### src/rtl/rsch_pkg.sv
package rsch_pkg;

   localparam int MAX_ENTRIES = 64;
   localparam int IDX_W = $clog2(MAX_ENTRIES);
   localparam int CNT_W = IDX_W + 1;
   localparam int KEY_W = 32;
   localparam int TIME_W = 32;
   localparam int PERIOD_W = 17;
   localparam int ATT_W = 3;
   localparam int ALU_W = TIME_W + 2;

   typedef logic [IDX_W-1:0] slot_type;
   typedef logic [CNT_W-1:0] count_type;
   typedef logic [TIME_W-1:0] time_type;
   typedef logic [ALU_W-1:0] alu_word_type;
   typedef logic [3:0] status_type;

   localparam count_type FULL_COUNT = count_type'(MAX_ENTRIES);

   localparam logic [1:0] REQ_ADD = 2'd0;
   localparam logic [1:0] REQ_POLL = 2'd1;
   localparam logic [1:0] REQ_OUTCOME = 2'd2;

   localparam logic [1:0] CSR_SUCCESS_PERIOD = 2'd0;
   localparam logic [1:0] CSR_FAILURE_PERIOD = 2'd1;
   localparam logic [1:0] CSR_MAX_ATTEMPTS = 2'd2;

   localparam logic [PERIOD_W-1:0] SUCCESS_PERIOD_RESET = 17'd1200;
   localparam logic [PERIOD_W-1:0] FAILURE_PERIOD_RESET = 17'd300;
   localparam logic [ATT_W-1:0] MAX_ATTEMPTS_RESET = 3'd3;

   localparam status_type ST_ADDED = 4'd0;
   localparam status_type ST_DUP = 4'd1;
   localparam status_type ST_FULL = 4'd2;
   localparam status_type ST_EMPTY = 4'd3;
   localparam status_type ST_NOTDUE = 4'd4;
   localparam status_type ST_DUE = 4'd5;
   localparam status_type ST_RETRY = 4'd6;
   localparam status_type ST_SUCC = 4'd7;
   localparam status_type ST_FAIL = 4'd8;

endpackage

### src/rtl/rsch_alu.sv
module rsch_alu (
   input rsch_pkg::alu_word_type op_a,
   input rsch_pkg::alu_word_type op_b,
   input logic sub,
   output rsch_pkg::alu_word_type sum
);

   assign sum = op_a + (sub ? ~op_b : op_b) + rsch_pkg::alu_word_type'(sub);

endmodule

### config.mk
export PLATFORM = sky130hd
export DESIGN_NAME = rsch_alu
export DESIGN_NICKNAME = d
export VERILOG_FILES = /design/src/rtl/rsch_pkg.sv /design/src/rtl/rsch_alu.sv
export SDC_FILE = /design/constraint.sdc
export NUM_CORES = 1
export LEC_CHECK = 0
export BUFFER_PORTS_ARGS = -buffer_cell sky130_fd_sc_hd__buf_2
export CORE_MARGIN = 2
export CORE_UTILIZATION = 49
export DETAILED_ROUTE_END_ITERATION = 7
export GPL_TIMING_DRIVEN = 0
export MAX_ROUTING_LAYER = met4
export PLACE_DENSITY = 0.93
export SYNTH_ARGS = -nofsm -noshare
export SYNTH_HDL_FRONTEND = slang
export SYNTH_SLANG_ARGS = --single-unit
### constraint.sdc
create_clock -name vclk -period 3.6
set_input_delay 0.18 -clock vclk [all_inputs]
set_output_delay 0.18 -clock vclk [all_outputs]
set_load 0.01 [all_outputs]
; ---- Word-level counts from Yosys, hierarchy flattened
; Cells that the tools add are included.
[classes]
n_addsub = 2
n_mux = 1
bitwise_logic = 1
[ops]
columns = cell, n
row1 = $add 34x1->34, 1
row2 = $add 34x34->34, 1
row3 = $mux 34, 1
row4 = $not 34->34, 1
[word_totals]
output_inout_bits = 34
ff_bits = 0
input_bits = 69

; ---- Logic depth before layout (Yosys ltp)
; Gate-level depths: netlist (run 1).
[logic_depth]
ltp_word = 4
depth_mapped = 12
ltp_nobuf = 10

; ---- Worst setup path after synthesis (run 1)
; Ideal clock, no wire load.
[synth_timing]
path_type = input-to-output
from = in sub
to = out sum[30]
stages = 11
required_time_ps = 3420
path_slack_ps = 553
arrival_ps = 2867
path_cell_list = buf_2 > buf_1 > xor2_1 > fa_1 > a21oi_1 > o21ai_1 > a311o_1 > o21a_1 > a31oi_4 > o41ai_2 > xnor2_1
[synth_between]
elab_chain_cells = 3
[synth_lines]
columns = item, line
row1 = "start, declared", rsch_alu.sv:4  ; input logic sub,
row2 = $mux 34, rsch_alu.sv:8  ; assign sum = op_a + (sub ? ~op_b : op_b) + rsch_pkg::alu_word_type'(sub);
row3 = $add 34x34->34, rsch_alu.sv:8
row4 = $add 34x1->34 (*), rsch_alu.sv:8
row5 = "end, declared", rsch_alu.sv:5  ; output rsch_pkg::alu_word_type sum
; Mark *: on every way between the ends. The rest lies on a longest branch, timed or not.

; ---- Worst setup path in the final report (run 1)
; Ends and elaborated chain as after synthesis.

==> out/results.ini, run 1 <==
[finish]
postLayoutCoreUtil=0.6577
stdcell_count=439
drive_gt1_frac=0.2956
multi_input_area_um2=2047
diodes=0
n_fill_cell=395
ff_latch_area_um2=0
clkbuf_count=0
seq_cell_count=0
syn_to_final_growth_pct=27.18
num-nets-final=493
final_cell_area_um2=2688

[pwr]
p_per_area_nw_per_um2=295.2
vdd_drop_max_v=0.0001553
leakage_nw=1.357

[setup_path]
arrival_ns=3.15
critPathMaxFanout=10
path_class=in -> out
worst_setup_path_start_kind=primary input
required_ns=3.42
end_kind=output port

[timing]
holdWs_ns=0.6426
tightest_slew_ns=0.6838
hold_violations=0
grt_setup_unrepaired=no
setup_viol=0
fin_crit_ns=3.330
drv_slew=0
fmax_mhz=300.3
slew_headroom=0.5441
period_share=0.9249
fin_tns_setup_ns=0

[clock_network]
ctsHoldBuffers=0
cts_setup_buffers=0

[route]
drt_iter0_markers=147
firstDrtPassIters=5
ant_nets=0
dr_wl_met2_um=2834
wl_met1_um=2557
wl_per_cell_um=13.07
drc=0
vias=2422
dr.max_layer_used=met4
met3_wirelength_um=324
routed_wl_um=5739
viasPerCell=5.517

[synthesis]
yosys.area.top_type=xor2_1
seq_area_frac_synth=0
synthTopCellsByCount=47 x xor2_1, 33 x a21oi_1, 32 x ha_1
ys_types=44
yosysMostFrequentCell=xor2_1
syn_area_per_cell_um2=7.363
netlist_area_um2=2113
synth_area_leaders=xor2_1 19%, ha_1 19%, xnor2_1 8.3%
syn_nets=389
syn_inst=287
ys_warn_count=0
synth.top_cell.area_share=0.1948

[placed_design]
dp.cells=439
port_buffers=102
dpl_cell_area_um2=2686
hpwl_um=4902
globalplace.congestion=0.8912

[global_route]
grt_pass1_vias=2306
grt.overflow.total=0
antenna_found_initial=0
grt_pass1_wl_um=9770
grtUsageTotal=0.2312
grt_max_degree=11

[floorplanning]
rows=23
die_height_um=69.67
start_util=0.5171
die_w_um=69.67
ios=103
coreArea_um2=4086
die_area_um2=4854

[hold_path]
min_path_type=in -> out
whs_endpoint=sum[0]
hold_path_depth=3
hp-start=op_a[0]

[run_status]
status=finished, final reports clean

[run]
maxCapViolCount=0

[per-stage QoR]
| step | setup WS (ns) | power [mW] |
|---|---|---|
| 2_1_floorplan | 0.5527 | 0.5400 |
| 3_3_place_gp | 0.1211 | 0.7711 |
| 3_5_place_dp | 0.03456 | 0.7859 |
| 4_1_cts | 0.03440 | 0.7909 |
| 5_1_grt | 0.008047 | 0.8745 |
| 6_report | 0.2704 | 0.7934 |
[per-layer routing]
layer  global-route usage  vias to the layer above
met5                    -                        -
met4              0.02991                        0
met3              0.01308                        4
met2               0.4135                       86
met1               0.2948                     1071
li1                     -                     1261
[logic make-up (layout without fill, tap and decap cells)]
kind of cell	count (synthesis)	count (layout)	share of synthesized area
AO/OA/AOI/OAI	103	103	0.3369
XOR/XNOR	67	67	0.2777
AND/OR/NAND/NOR	66	66	0.1504
adder cells (fa/ha/maj)	33	33	0.1989
buffers and inverters	17	119	0.03138
multiplexers	1	1	0.004737
[report_power, final]
| group | total (mW) | switching [mW] | leakage [nW] | internal, mW |
|---|---|---|---|---|
| clock network | 0 | 0 | 0 | 0 |
| registers | 0 | 0 | 0 | 0 |
| logic | 0.793 | 0.452 | 1.36 | 0.341 |
[critical path: stages]
cell,delay (ns)
buf_2,0.18
buf_1,0.55
xor2_1,0.15
ha_1,0.37
a21oi_2,0.19
o21ai_1,0.14
a311o_1,0.42
o21a_1,0.23
a31oi_4,0.27
o41ai_2,0.11
xnor2_1,0.18
buf_2,0.16
[cell usage in the layout, fill, tap and decap left out, types with 4 or more instances in the layout]
cell / count
buf_2: 104
xor2_1: 47
a21oi_1: 33
ha_1: 32
nand2_1: 29
xnor2_1: 20
o21ai_0: 13
a21o_1: 13
nor2_1: 12
o21bai_1: 8
inv_1: 6
clkbuf_1: 6
nand4_1: 6
o211ai_1: 5
and2_1: 5
a31oi_1: 4
[area by class of cell]
type,instances,share of cell area
well taps,50,0.02328
multi-input cells,270,0.7616
repair buffers,102,0.1899
plain buffers,11,0.01676
inverters,6,0.008380
[worst max path at each step]
stage,from,end,cells after the start,slack [ns]
2_1_floorplan,sub,sum[30],11,0.55
3_3_place_gp,sub,sum[30],12,0.12
3_5_place_dp,sub,sum[30],12,0.03
4_1_cts,sub,sum[30],12,0.03
5_1_grt,sub,sum[33],12,0.008
6_report,sub,sum[30],12,0.27
[timing repair]
item | CTS | global route
gates resized for setup | 0 | 1
endpoints found under the setup margin | 0 | 9
endpoints found under the hold margin | 0 | 0
No activity file was read; power rests on OpenSTA's default activity.
==> run 2, diff against run 1 <==
CORE_MARGIN = 1.5   (was 2)
==> run 2 against run 1 <==
Global-route usage decreased by 0.17 points. Fmax down 0.17%. Count of clock-buffer cells in the layout did not move. Critical path depth did not move. Hold slack worse by 0.0025 ns. Critical path type unchanged. Critical endpoint is now sum[26]. Highest routed layer is now met3.
==> out/results.ini, run 2 (synthesis gave the netlist of run 1 again) <==
[timing]
grt_setup_unrepaired=no
fmax_mhz=299.8
holdWs_ns=0.6401
period_share=0.9264
setup_viol=0
fin_ws_ns=0.2649
slew_headroom=0.5347
fin_tns_setup_ns=0
hold_violations=0
fin_crit_ns=3.335
tightest_slew_ns=0.6980
drv_slew=0

[hold_path]
hp-start=op_a[0]
min_path_type=in -> out

[finish]
mostFrequentLayoutCells=104 x buf_2, 47 x xor2_1, 33 x a21oi_1, 32 x ha_1, 29 x nand2_1
ff_latch_area_um2=0
postLayoutCoreUtil=0.6577
syn_to_final_growth_pct=27.18
layout_commonest_cell=buf_2
seq_cell_count=0
diodes=0
stdcell_count=439
num-nets-final=493
drive_gt1_frac=0.2956
clkbuf_count=0
final_cell_area_um2=2688

[floorplanning]
die_w_um=68.67
rows=23
die_area_um2=4716
start_util=0.5171
ios=103
die_height_um=68.67
coreArea_um2=4086

[global_route]
use_met1=0.2917
grt_use_met2=0.4315
grt_pass1_wl_um=8521
grtUsageTotal=0.2295
gr-max-usage-layer=met2
grt_max_degree=11
grt_pass1_vias=2089
use_met3=0.001623
antenna_found_initial=0
grt.overflow.total=0

[setup_path]
worst_setup_path_start_kind=primary input
path_class=in -> out
arrival_ns=3.16
required_ns=3.42
end_kind=output port
crit_start=sub
critPathMaxFanout=10

[pwr]
p_sw_mw=0.4503
switching_share=0.5694
seqPwrFrac=0
vdd_drop_max_v=0.0001709
power_mw=0.7909
pwr-share-comb=1.000
clkPwrFrac=0
p_per_area_nw_per_um2=294.3
intPower_mw=0.3406
leakage_nw=1.357

[route]
viasPerCell=5.636
vias=2474
drc=0
wl_per_cell_um=12.81
ant_nets=0
routed_wl_um=5624
firstDrtPassIters=5
drt_iter0_markers=143

[run_status]
status=finished, final reports clean

[placed_design]
post-place-ws_ns=0.09852
hpwl_um=4876
port_buffers=102
globalplace.congestion=0.9219
dpl_cell_area_um2=2686
dp.cells=439

[run]
maxCapViolCount=0

[clock_network]
ctsHoldBuffers=0
cts_setup_buffers=0

[run 2: routing by layer]
metal / vias up / wire length, um
met4: 0 / 0
met3: 0 / 249
met1: 1123 / 2536
met2: 83 / 2838
li1: 1268 / -
met5: - / 0
[run 2: cell type report]
type / count / area [um2]
multi-input combinational: 270 / 2047
tap: 50 / 62.56
buffer: 11 / 45.04
fill: 371 / 1399
timing repair buffer: 102 / 510.5
inverter: 6 / 22.52
[run 2: timing repair]
action	in CTS	in global routing
resized for setup	0	1
hold endpoints to repair	0	0
setup endpoints to repair	0	7
[run 2: worst paths after layout]
check	to	slack (ns)	cells after the start
worst min-delay path	sum[0]	0.64	3
worst max-delay path	sum[26]	0.26	12
[run 2: power by group through the flow]
| stage | registers, mW | clock network [mW] | logic, mW |
|---|---|---|---|
| floorplan | 0 | 0 | 0.540 |
| global placement | 0 | 0 | 0.770 |
| detailed placement | 0 | 0 | 0.785 |
| CTS | 0 | 0 | 0.790 |
| global route | 0 | 0 | 0.875 |
| finish | 0 | 0 | 0.791 |
[run 2: worst max-delay path, stage by stage]
cell and delay [ns]:
buf_2 0.18, buf_1 0.54, xor2_1 0.15, ha_1 0.37, a21oi_2 0.19, o21ai_1 0.15, a311o_1 0.43, o21a_1 0.23
a31oi_4 0.28, o21ai_1 0.12, xor2_1 0.18, buf_2 0.16
